--- src/rtl/i2cbb_pkg.sv ---
// ----------------------------------------------------------------------------
// i2cbb_pkg: shared types for the I2C bit-bang master core
// Command codes, beat payload structs and the engine state record.
// ----------------------------------------------------------------------------
`default_nettype none

package i2cbb_pkg;

  // Command codes carried in the opcode field.
  typedef enum logic [2:0] {
    CMD_NONE  = 3'd0,
    CMD_START = 3'd1,
    CMD_STOP  = 3'd2,
    CMD_WRITE = 3'd3,
    CMD_READ  = 3'd4
  } cmd_e;

  // Phase landmarks of the write and read sequences.
  localparam logic [4:0] PH_WR_ACK_REL  = 5'd16;
  localparam logic [4:0] PH_RD_LAST_BIT = 5'd16;
  localparam logic [4:0] PH_RD_NACK     = 5'd17;
  localparam logic [4:0] PH_RD_LAST     = 5'd18;

  // One timing tick as it arrives.
  typedef struct packed {
    logic [2:0] opcode;
    logic [7:0] write_byte;
    logic       sda_line;
  } in_t;

  // Bus levels and status for one tick.
  typedef struct packed {
    logic       scl_level;
    logic       sda_level;
    logic       busy_res;
    logic       done_res;
    logic       ack_missing;
    logic [7:0] read_byte;
  } out_t;

  // Engine state carried from tick to tick.
  typedef struct packed {
    cmd_e       cmd;
    logic [4:0] phase;
    logic [7:0] shift;
    logic [7:0] received;
    logic       ack;
    logic       scl;
    logic       sda;
  } st_t;

endpackage

`default_nettype wire

--- src/rtl/i2cbb_phase.sv ---
// ----------------------------------------------------------------------------
// i2cbb_phase: one tick of the I2C byte engine
// Takes the current engine state and one tick, and gives the bus levels and
// status for that tick together with the state for the next one.
// ----------------------------------------------------------------------------
`default_nettype none

module i2cbb_phase (
  input  i2cbb_pkg::st_t  st_i,
  input  i2cbb_pkg::in_t  item_i,
  output i2cbb_pkg::st_t  st_o,
  output i2cbb_pkg::out_t res_o
);
  import i2cbb_pkg::*;

  cmd_e       cmd_l;
  logic [4:0] phase_l;
  logic [7:0] shift_l;
  logic       busy;
  logic       done;
  logic       scl_a;
  logic       sda_a;
  logic [7:0] shift_a;
  logic       ack_a;
  logic [7:0] rcv_a;
  logic       scl_n;
  logic       sda_n;

  // An idle engine launches a valid command on this same tick.
  always_comb begin
    cmd_l   = st_i.cmd;
    phase_l = st_i.phase;
    shift_l = st_i.shift;
    if (st_i.cmd == CMD_NONE && item_i.opcode >= CMD_START &&
        item_i.opcode <= CMD_READ) begin
      cmd_l   = cmd_e'(item_i.opcode);
      phase_l = '0;
      if (item_i.opcode == CMD_WRITE) begin
        shift_l = item_i.write_byte;
      end else if (item_i.opcode == CMD_READ) begin
        shift_l = '0;
      end
    end
  end

  assign busy = (cmd_l != CMD_NONE);

  // Levels driven during this phase, plus sampling of ACK and read bits.
  always_comb begin
    scl_a   = st_i.scl;
    sda_a   = st_i.sda;
    done    = 1'b0;
    shift_a = shift_l;
    ack_a   = st_i.ack;
    rcv_a   = st_i.received;
    case (cmd_l)
      CMD_START: begin
        if (phase_l == '0) begin
          scl_a = 1'b1;
          sda_a = 1'b1;
        end else begin
          sda_a = 1'b0;
          done  = 1'b1;
        end
      end
      CMD_STOP: begin
        if (phase_l == '0) begin
          sda_a = 1'b0;
        end else begin
          scl_a = 1'b1;
          done  = 1'b1;
        end
      end
      CMD_WRITE: begin
        if (!phase_l[4]) begin
          // Even phase sets the data bit, odd phase raises SCL.
          if (!phase_l[0]) begin
            sda_a = shift_l[3'd7 - phase_l[3:1]];
          end else begin
            scl_a = 1'b1;
          end
        end else if (phase_l == PH_WR_ACK_REL) begin
          sda_a = 1'b1;
        end else begin
          scl_a = 1'b1;
          ack_a = item_i.sda_line;
          done  = 1'b1;
        end
      end
      CMD_READ: begin
        if (phase_l == '0) begin
          sda_a = 1'b1;
        end else if (phase_l <= PH_RD_LAST_BIT) begin
          if (phase_l[0]) begin
            scl_a   = 1'b1;
            shift_a = {shift_l[6:0], item_i.sda_line};
          end
        end else if (phase_l == PH_RD_NACK) begin
          sda_a = 1'b1;
        end else begin
          scl_a = 1'b1;
          rcv_a = shift_l;
          done  = 1'b1;
        end
      end
      default: begin
      end
    endcase
  end

  // Result of this tick.
  always_comb begin
    res_o.scl_level   = scl_a;
    res_o.sda_level   = sda_a;
    res_o.busy_res    = busy;
    res_o.done_res    = done;
    res_o.ack_missing = ack_a;
    res_o.read_byte   = rcv_a;
  end

  // Levels left on the bus after the tick, and the phase advance.
  always_comb begin
    scl_n = scl_a;
    sda_n = sda_a;
    case (cmd_l)
      CMD_START: begin
        if (phase_l == 5'd1) scl_n = 1'b0;
      end
      CMD_STOP: begin
        if (phase_l == 5'd1) sda_n = 1'b1;
      end
      CMD_WRITE: begin
        if (phase_l[0]) scl_n = 1'b0;
      end
      CMD_READ: begin
        if ((phase_l[0] && phase_l <= PH_RD_LAST_BIT) || phase_l == PH_RD_LAST) begin
          scl_n = 1'b0;
        end
      end
      default: begin
      end
    endcase

    st_o.shift    = shift_a;
    st_o.received = rcv_a;
    st_o.ack      = ack_a;
    st_o.scl      = scl_n;
    st_o.sda      = sda_n;
    st_o.cmd      = cmd_l;
    st_o.phase    = phase_l;
    if (busy) begin
      if (done) begin
        st_o.cmd   = CMD_NONE;
        st_o.phase = '0;
      end else begin
        st_o.phase = phase_l + 5'd1;
      end
    end
  end

endmodule

`default_nettype wire

--- src/rtl/i2c_bitbang_master_core.sv ---
// ----------------------------------------------------------------------------
// i2c_bitbang_master_core: I2C master byte engine, one bus tick per beat
// Start, stop, write byte and read byte sequences driven tick by tick.
// ----------------------------------------------------------------------------
// Each input beat is one bus timing tick and yields exactly one output beat
// with the SCL and SDA levels for that tick, busy, done, the last ACK status
// and the last byte read. A beat is captured in an input register and then
// decoded against the engine state in a single pass of phase logic into the
// output register, so the block takes one tick per cycle while the output is
// not stalled; the phase decode of one tick is the only step between the two
// registers. A command is taken only while idle: start lasts 2 ticks, stop 2,
// write 18 and read 19.
`default_nettype none

module i2c_bitbang_master_core (
  input  logic              clk_i,
  input  logic              rst_ni,
  input  logic              in_valid_i,
  output logic              in_stall_o,
  input  i2cbb_pkg::in_t    in_data_i,
  output logic              out_valid_o,
  input  logic              out_stall_i,
  output i2cbb_pkg::out_t   out_data_o
);
  import i2cbb_pkg::*;

  logic in_vld_q;
  in_t  in_q;
  logic out_vld_q;
  out_t out_q;
  st_t  st_q;
  st_t  st_d;
  out_t res_d;
  logic advance;
  logic in_take;

  // The held tick moves on when the output register is free or being emptied.
  assign advance    = in_vld_q && (!out_vld_q || !out_stall_i);
  assign in_stall_o = in_vld_q && !advance;
  assign in_take    = in_valid_i && !in_stall_o;

  i2cbb_phase u_phase (
    .st_i   (st_q),
    .item_i (in_q),
    .st_o   (st_d),
    .res_o  (res_d)
  );

  // Input register.
  always_ff @(posedge clk_i or negedge rst_ni) begin
    if (!rst_ni) begin
      in_vld_q <= 1'b0;
    end else if (in_take) begin
      in_vld_q <= 1'b1;
    end else if (advance) begin
      in_vld_q <= 1'b0;
    end
  end

  always_ff @(posedge clk_i) begin
    if (in_take) in_q <= in_data_i;
  end

  // Engine state, updated once per processed tick.
  always_ff @(posedge clk_i or negedge rst_ni) begin
    if (!rst_ni) begin
      st_q.cmd      <= CMD_NONE;
      st_q.phase    <= '0;
      st_q.shift    <= '0;
      st_q.received <= '0;
      st_q.ack      <= 1'b0;
      st_q.scl      <= 1'b1;
      st_q.sda      <= 1'b1;
    end else if (advance) begin
      st_q <= st_d;
    end
  end

  // Output register.
  always_ff @(posedge clk_i or negedge rst_ni) begin
    if (!rst_ni) begin
      out_vld_q <= 1'b0;
    end else if (advance) begin
      out_vld_q <= 1'b1;
    end else if (!out_stall_i) begin
      out_vld_q <= 1'b0;
    end
  end

  always_ff @(posedge clk_i) begin
    if (advance) out_q <= res_d;
  end

  assign out_valid_o = out_vld_q;
  assign out_data_o  = out_q;

`ifndef SYNTHESIS
  // A finishing tick always reports busy.
  a_done_busy: assert property (@(posedge clk_i) disable iff (!rst_ni)
    out_vld_q && out_q.done_res |-> out_q.busy_res)
    else $error("done reported without busy");

  // The engine is idle after a finishing tick.
  a_done_idle: assert property (@(posedge clk_i) disable iff (!rst_ni)
    advance && res_d.done_res |=> st_q.cmd == CMD_NONE && st_q.phase == '0)
    else $error("engine not idle after done");

  // The phase counter never passes the last read phase.
  a_phase_range: assert property (@(posedge clk_i) disable iff (!rst_ni)
    st_q.phase <= PH_RD_LAST)
    else $error("phase counter out of range");

  // An idle engine sits at phase zero.
  a_idle_phase: assert property (@(posedge clk_i) disable iff (!rst_ni)
    st_q.cmd == CMD_NONE |-> st_q.phase == '0)
    else $error("idle engine with nonzero phase");

  // State only changes when a tick is processed.
  a_state_hold: assert property (@(posedge clk_i) disable iff (!rst_ni)
    !advance |=> $stable(st_q))
    else $error("state changed without a processed tick");
`endif

endmodule

`default_nettype wire

--- config.mk ---
export PLATFORM = sky130hd
export DESIGN_NAME = i2c_bitbang_master_core
export DESIGN_NICKNAME = d
export VERILOG_FILES = /design/src/rtl/i2cbb_pkg.sv /design/src/rtl/i2cbb_phase.sv /design/src/rtl/i2c_bitbang_master_core.sv
export SDC_FILE = /design/constraint.sdc
export NUM_CORES = 1
export LEC_CHECK = 0
export BUFFER_PORTS_ARGS = -buffer_cell sky130_fd_sc_hd__buf_2
export CAP_MARGIN = 25
export CORE_ASPECT_RATIO = 0.75
export CORE_MARGIN = 5
export CORE_UTILIZATION = 60
export DETAILED_ROUTE_END_ITERATION = 8
export PLACE_DENSITY = 0.87
export SLEW_MARGIN = 20
export SYNTH_ARGS = -nofsm -noshare
export SYNTH_HDL_FRONTEND = slang
export SYNTH_SLANG_ARGS = --single-unit
--- constraint.sdc ---
create_clock -name clk_i -period 6.6 [get_ports clk_i]
set_input_delay 0.33 -clock clk_i [delete_from_list [all_inputs] [get_ports clk_i]]
set_output_delay 0.33 -clock clk_i [all_outputs]
set_load 0.05 [all_outputs]
==> impl_metrics.py, run 1 <==
metrics = {
    "floorplanning": {
        "die_area_um2": 6710,
        "ioPinCount": 31,
        "coreArea_um2": 4950,
        "rows": 22,
        "start_util_pct": 62.5,
        "die_h_um": 72.2,
        "die_x_um": 93.0,
    },
    "synth": {
        "syn_area_um2": 3100,
        "syn_avg_cell_area_um2": 9.83,
        "yosys_most_used_dff": "dfrtp_1",
        "synth-seq-cells": 54,
        "syn_inst": 315,
        "synth-edff-count": 25,
        "synthDistinctLibCells": 54,
        "ys_warn_count": 0,
        "synthArstFlopShare_pct": 53.7,
        "synth_seq_area_share_pct": 47.8,
        "synthesis.nets": 335,
    },
    "timing": {
        "rsz0062_at_grt": "false",
        "finalCriticalPeriod_ns": 3.25,
        "tns_ns": 0,
        "setup-violations-final": 0,
        "min_period_over_period_pct": 49.3,
        "maxSlewViolCount": 0,
        "worst_pin_slew_ns": 0.900,
        "hold_viol_final": 0,
        "relSlewSlack_pct": 39.9,
        "fmax_mhz": 307,
        "fin_skew_ns": 0.00870,
    },
    "global_route": {
        "groute.usage.overall_pct": 22.0,
        "grt_first_pass_wirelength_um": 11700,
        "grt_pass1_vias": 2389,
        "grt_max_degree": 40,
        "antenna_found_initial": 0,
        "grt_overflow_total": 0,
    },
    "power_and_ir_drop": {
        "switchingPower_mw": 0.637,
        "power_density_nw_per_um2": 425,
        "seqPwrFrac_pct": 38.9,
        "power.leakage_nw": 1.33,
        "internal_power_mw": 0.770,
        "ir_worst_vdd_v": 0.000180,
        "total_power_mw": 1.41,
        "power_frac_comb_pct": 48.1,
        "sw_frac_of_total_pct": 45.3,
        "p_clk_share_pct": 13.0,
    },
    "placed_design": {
        "dpl.hpwl_um": 4780,
        "port_buffers": 30,
        "place_congestion": 0.963,
        "placedCellCount": 385,
    },
    "cells_and_area": {
        "syn2layout_area_growth_pct": 6.87,
        "drive_above_1_share_pct": 19.2,
        "mostFrequentLayoutCells": "nand2_1 (45), buf_2 (30), dfrtp_1 (27)",
        "n_antenna_cell": 0,
        "final_common_cell": "nand2_1",
        "finalNetCount": 352,
        "stdcell_count": 393,
        "final_core_util_pct": 66.8,
    },
    "setup_path": {
        "end_kind": "flop",
        "reg2reg_slack_ns": 3.35,
        "cpPeakStageDelay_ns": 0.57,
        "worst_r2r_startpoint": "st_q[26]",
        "crit_chain": "nor3_1 > buf_4 > nand3_1 > nand2_1 > inv_1 > ha_1 > o21a_1 > nor3_4 > mux2_2",
        "critical_path_arrival_ns": 3.32,
        "worstPathBufferInverterCount": 2,
        "r2r_cells": 9,
        "r2r_end": "out_data_o[4]",
        "critPathRequiredTime_ns": 6.67,
        "critPathTopFamily": "simple AND/OR/NAND/NOR gates",
        "critPathSlowestCell": "dfrtp_1",
        "startpoint_type": "flop",
        "critPathMaxFanout": 16,
        "worstSetupPathType": "reg2reg",
    },
    "flow_run": {
        "cap_violations": 0,
    },
    "routing": {
        "wire_per_inst_um": 17.6,
        "first_pass_iters": 6,
        "drc_errors": 0,
        "via_per_inst": 6.41,
        "totalWireLength_um": 6900,
        "vias": 2518,
        "antenna_left": 0,
        "drt_iter0_markers": 304,
    },
    "clock_tree": {
        "htreeDepth": 2,
        "numClockSinks": 54,
        "root_buffer": "clkbuf_8",
        "clock_latency_ns": 0.31,
        "cts-resized-gates": 0,
        "cts_hold_buf": 0,
        "cts.path.max_buffers": 2,
        "cts_tree": "yes",
        "cts_made_buffers": 5,
        "post_cts_buffers": 0,
        "clkTransAtPathRegs_ns": 0.10,
    },
    "outcome": {
        "status": "complete, no violations",
    },
    "hold_path": {
        "min_path_type": "in2async",
    },
}
==> registers in the layout, summed over array words and instances, names as in the netlist <==
| register | flops |
|---|---|
| in_q | 12 |
| in_vld_q | 1 |
| out_data_o | 13 |
| out_valid_o | 1 |
| st_q | 27 |
==> stage by stage <==
stage	worst slack [ns]	hold slack, ns	instance area (um2)
global placement	3.50	0.404	3220
CTS	3.40	0.0709	3310
floorplan	3.78	0.0344	3100
detailed placement	3.40	0.414	3220
global route	3.07	0.101	3310
finish	3.35	0.0523	3310
==> power by group through the flow <==
stage | Combinational, mW | Sequential, mW | Clock, mW
floorplan | 0.504 | 0.578 | 0
global placement | 0.657 | 0.547 | 0
detailed placement | 0.666 | 0.550 | 0
CTS | 0.669 | 0.544 | 0.188
global route | 0.739 | 0.560 | 0.204
finish | 0.677 | 0.547 | 0.183
==> area by class of cell <==
cell class / instances / area, um2
Fill cell: 389 / 1650
Sequential cell: 54 / 1480
Multi-Input combinational cell: 226 / 1450
Timing Repair Buffer: 33 / 173
Tap cell: 60 / 75.1
Clock buffer: 6 / 72.6
Inverter: 12 / 45.0
Clock inverter: 2 / 13.8
==> cell usage after synthesis, types with 3 or more instances <==
| cell type | number | area (um2) |
|---|---|---|
| nand2_1 | 45 | 169 |
| dfrtp_1 | 27 | 676 |
| edfxtp_1 | 25 | 751 |
| o21ai_0 | 22 | 110 |
| a21oi_1 | 17 | 85.1 |
| nor2_1 | 17 | 63.8 |
| nor3_1 | 16 | 80.1 |
| inv_1 | 12 | 45.0 |
| clkbuf_1 | 10 | 37.5 |
| a211oi_1 | 9 | 67.6 |
| mux2_2 | 9 | 101 |
| mux2i_1 | 9 | 90.1 |
| buf_2 | 7 | 35.0 |
| a31oi_1 | 6 | 37.5 |
| nand2b_1 | 5 | 31.3 |
| nand3_1 | 5 | 25.0 |
| o21a_1 | 5 | 37.5 |
| and4_1 | 4 | 35.0 |
| ha_1 | 4 | 50.1 |
| nand4_1 | 4 | 25.0 |
| nor3b_1 | 4 | 30.0 |
| nor4_1 | 4 | 25.0 |
| and2_1 | 3 | 18.8 |
| buf_6 | 3 | 33.8 |
| nand3b_1 | 3 | 22.5 |
| o22ai_1 | 3 | 18.8 |
==> logic make-up (layout without fill, tap and decap cells) <==
family          Yosys count  in the layout  synth area share [%]
flops                    54             54                  47.8
mux                      18             18                  6.18
simple gates            122            122                  20.9
compound gates           82             82                  18.1
fa+ha+maj                 4              4                  1.62
buf+inv                  35             53                  5.37
==> metal layers <==
layer	track usage [%]	share of wire, %	wire (um)
met3	4.66	7.0	480
met2	34.6	47	3220
met1	30.3	45	3080
met5	0	0	0
met4	8.29	1.8	126
==> worst max-delay path by stage <==
stage | startpoint | end | depth (start not counted)
finish | st_q[26] | out_data_o[4] | 9
global route | st_q[26] | st_q[10] | 11
CTS | in_q[10] | out_data_o[7] | 8
detailed placement | in_q[10] | out_data_o[3] | 8
global placement | st_q[26] | out_data_o[0] | 9
floorplan | in_q[9] | out_data_o[4] | 9
(Power assumes the default switching activity.)
==> run 2, diff against run 1 <==
- ABC_AREA: unset -> 1
- CORE_UTILIZATION: 60 -> 59
- PLACE_DENSITY: 0.87 -> 0.86
- clock period: 6.6 -> 3.3 ns (I/O delays scaled with it)
==> run 2 against run 1 <==
Clock-buffer cell count grew 1; flip-flop and latch count is the same; combinational power grew 91%; critical endpoint is now st_q[21]; via count shrank 9.5%; critical path depth grew 5; area after synthesis shrank 4.1%; first-iteration DRC count shrank 24%; clock skew grew 0.0022 ns; core utilization is essentially flat; synthesized cell count grew 3.8%; cell area shrank 1.7%.
==> impl_metrics.py, run 2 <==
metrics = {
    "clock_tree": {
        "cts-resized-gates": 0,
        "cts_tree": "yes",
        "cts_made_buffers": 5,
        "root_buffer": "clkbuf_8",
        "clock_latency_ns": 0.31,
        "cts.path.max_buffers": 2,
        "clkTransAtPathRegs_ns": 0.09,
        "htreeDepth": 2,
        "numClockSinks": 54,
    },
    "cells_and_area": {
        "finalNetCount": 379,
        "n_antenna_cell": 0,
        "drive_above_1_share_pct": 24.4,
        "final_common_cell": "nand2_1",
        "syn2layout_area_growth_pct": 9.52,
        "top_register": "st_q",
        "largest_register_ffs": 27,
        "fin_area_um2": 3250,
        "mostFrequentLayoutCells": "nand2_1 (79), inv_1 (42), buf_2 (30)",
    },
    "timing": {
        "hold_viol_final": 0,
        "fin_skew_ns": 0.0109,
        "tns_ns": 0,
        "finalCriticalPeriod_ns": 2.69,
        "fmax_mhz": 371,
        "relSlewSlack_pct": 53.3,
        "rsz0062_at_grt": "false",
        "worst_pin_slew_ns": 0.700,
        "min_period_over_period_pct": 81.6,
        "setup_slack_ns": 0.607,
        "maxSlewViolCount": 0,
        "setup-violations-final": 0,
    },
    "synth": {
        "syn_avg_cell_area_um2": 9.08,
        "synthDistinctLibCells": 35,
        "synth_top_cell_by_area": "edfxtp_1",
        "yosysTopAreaCellShare_pct": 25.3,
        "synth.most_common_cell": "nand2_1",
        "synthAdderAreaFrac_pct": 1.69,
        "ys_top_cells_by_area": "edfxtp_1 (25%), dfrtp_1 (23%), nand2_1 (10%), inv_1 (5.3%), o21ai_0 (3.7%)",
        "synth_seq_area_share_pct": 49.8,
        "synth_compound_area_share_pct": 13.2,
        "yosys_most_used_dff": "dfrtp_1",
        "syn_inst": 327,
        "synth-simple-area-share_pct": 25.3,
        "syn_area_um2": 2970,
        "synthMuxAreaShare_pct": 0,
        "synth_xor_xnor_area_share_pct": 1.18,
        "synth_top_family_by_area": "simple AND/OR/NAND/NOR gates",
        "synth-edff-count": 25,
        "ys_warn_count": 0,
        "synthArstFlopShare_pct": 53.7,
        "synth-seq-cells": 54,
        "synthesis.nets": 347,
        "synth_common_cells": "nand2_1 (79), inv_1 (42), dfrtp_1 (27), edfxtp_1 (25), o21ai_0 (22)",
    },
    "placed_design": {
        "place_congestion": 0.931,
        "dpl.hpwl_um": 4360,
        "pre_cts_ws_ns": 0.647,
        "dpl_cell_area_um2": 3160,
        "port_buffers": 30,
    },
    "routing": {
        "antenna_left": 0,
        "via_per_inst": 5.42,
        "wire_per_inst_um": 13.8,
        "totalWireLength_um": 5780,
        "first_pass_iters": 5,
        "vias": 2278,
        "drt_iter0_markers": 230,
        "drc_errors": 0,
    },
    "setup_path": {
        "critPathMaxFanout": 18,
        "critical_path_arrival_ns": 2.92,
        "worstSetupPathType": "reg2reg",
        "startpoint_type": "flop",
        "critPathRequiredTime_ns": 3.53,
        "reg2reg_slack_ns": 0.61,
        "end_kind": "flop",
    },
    "floorplanning": {
        "start_util_pct": 60.9,
        "coreArea_um2": 4870,
        "die_h_um": 71.4,
        "rows": 22,
        "ioPinCount": 31,
        "die_area_um2": 6570,
        "die_x_um": 91.9,
    },
    "power_and_ir_drop": {
        "power.leakage_nw": 1.55,
        "ir_worst_vdd_v": 0.000369,
        "power_density_nw_per_um2": 824,
    },
    "global_route": {
        "groute.usage.overall_pct": 19.0,
        "grt_first_pass_wirelength_um": 10000,
        "grt_overflow_total": 0,
        "grt_pass1_vias": 2070,
        "antenna_found_initial": 0,
        "grt_max_degree": 30,
    },
    "hold_path": {
        "min_path_type": "in2reg",
    },
    "flow_run": {
        "cap_violations": 0,
    },
    "outcome": {
        "status": "complete, no violations",
    },
}
## run 2: worst paths after layout
| path | from | to | depth (start not counted) |
|---|---|---|---|
| min in group asynchronous | rst_ni | st_q[15] | 2 |
| min | in_data_i[4] | in_q[4] | 1 |
| max | in_q[9] | st_q[21] | 14 |
| max in group asynchronous | rst_ni | st_q[3] | 2 |
| max reg2reg | in_q[9] | st_q[21] | 14 |
| min reg2reg | st_q[1] | st_q[1] | 2 |
## run 2: cell families (layout without fill, tap and decap cells)
group	after synthesis	count (layout)
and+or+nand+nor	141	141
AOI/OAI and AO/OA	63	63
buffers and inverters	61	94
DFF	54	54
adders and majority gates	4	4
xor gates and xnor gates	4	4
## run 2: final cells by class
type | count | area (um2)
clock buffers | 7 | 76.3
clock inverters | 1 | 7.51
fillers | 389 | 1620
inverters | 52 | 201
multi-input cells | 212 | 1230
flip-flops and latches | 54 | 1480
well taps | 60 | 75.1
repair buffers | 34 | 183
## run 2: routing by layer
layer | vias to the layer above | track usage, % | share of wire (%)
met4 | 0 | 4.12 | 0.69
met1 | 1040 | 28.8 | 48
met5 | - | 0 | 0
met3 | 7 | 3.57 | 7.0
li1 | 1137 | - | -
met2 | 94 | 28.6 | 44
## run 2: critical path, cell delays in order (launching register included)
cell      delay, ns
edfxtp_1       0.46
inv_2          0.11
nand3_2        0.12
nand3_4        0.20
nand2_1        0.16
inv_1          0.27
ha_1           0.22
inv_1          0.04
nor2_1         0.14
nand2_1        0.11
nand3_4        0.24
nand3_2        0.17
inv_2          0.13
nand2_2        0.10
o21ai_2        0.15
## run 2: metrics by stage
stage | power [mW] | instances | hold WS [ns] | util, %
final | 2.68 | 420 | 0.0344 | 66.7
after global routing | 2.87 | 420 | 0.0175 | 66.7
after CTS | 2.67 | 420 | 0.0305 | 66.7
after detailed placement | 2.32 | 411 | 0.257 | 64.8
after global placement | 2.29 | 411 | 0.243 | 64.8
after floorplan | 2.07 | 327 | -0.131 | -
## run 2: power breakdown
group	switching, mW	internal [mW]
clock network	0.203	0.151
registers	0.116	0.924
logic	0.903	0.382
## run 2: what timing repair did
| item | CTS | global route |
|---|---|---|
| setup buffers | 0 | 0 |
| hold buffers | 1 | 0 |
| endpoints found under the hold margin | 27 | 0 |
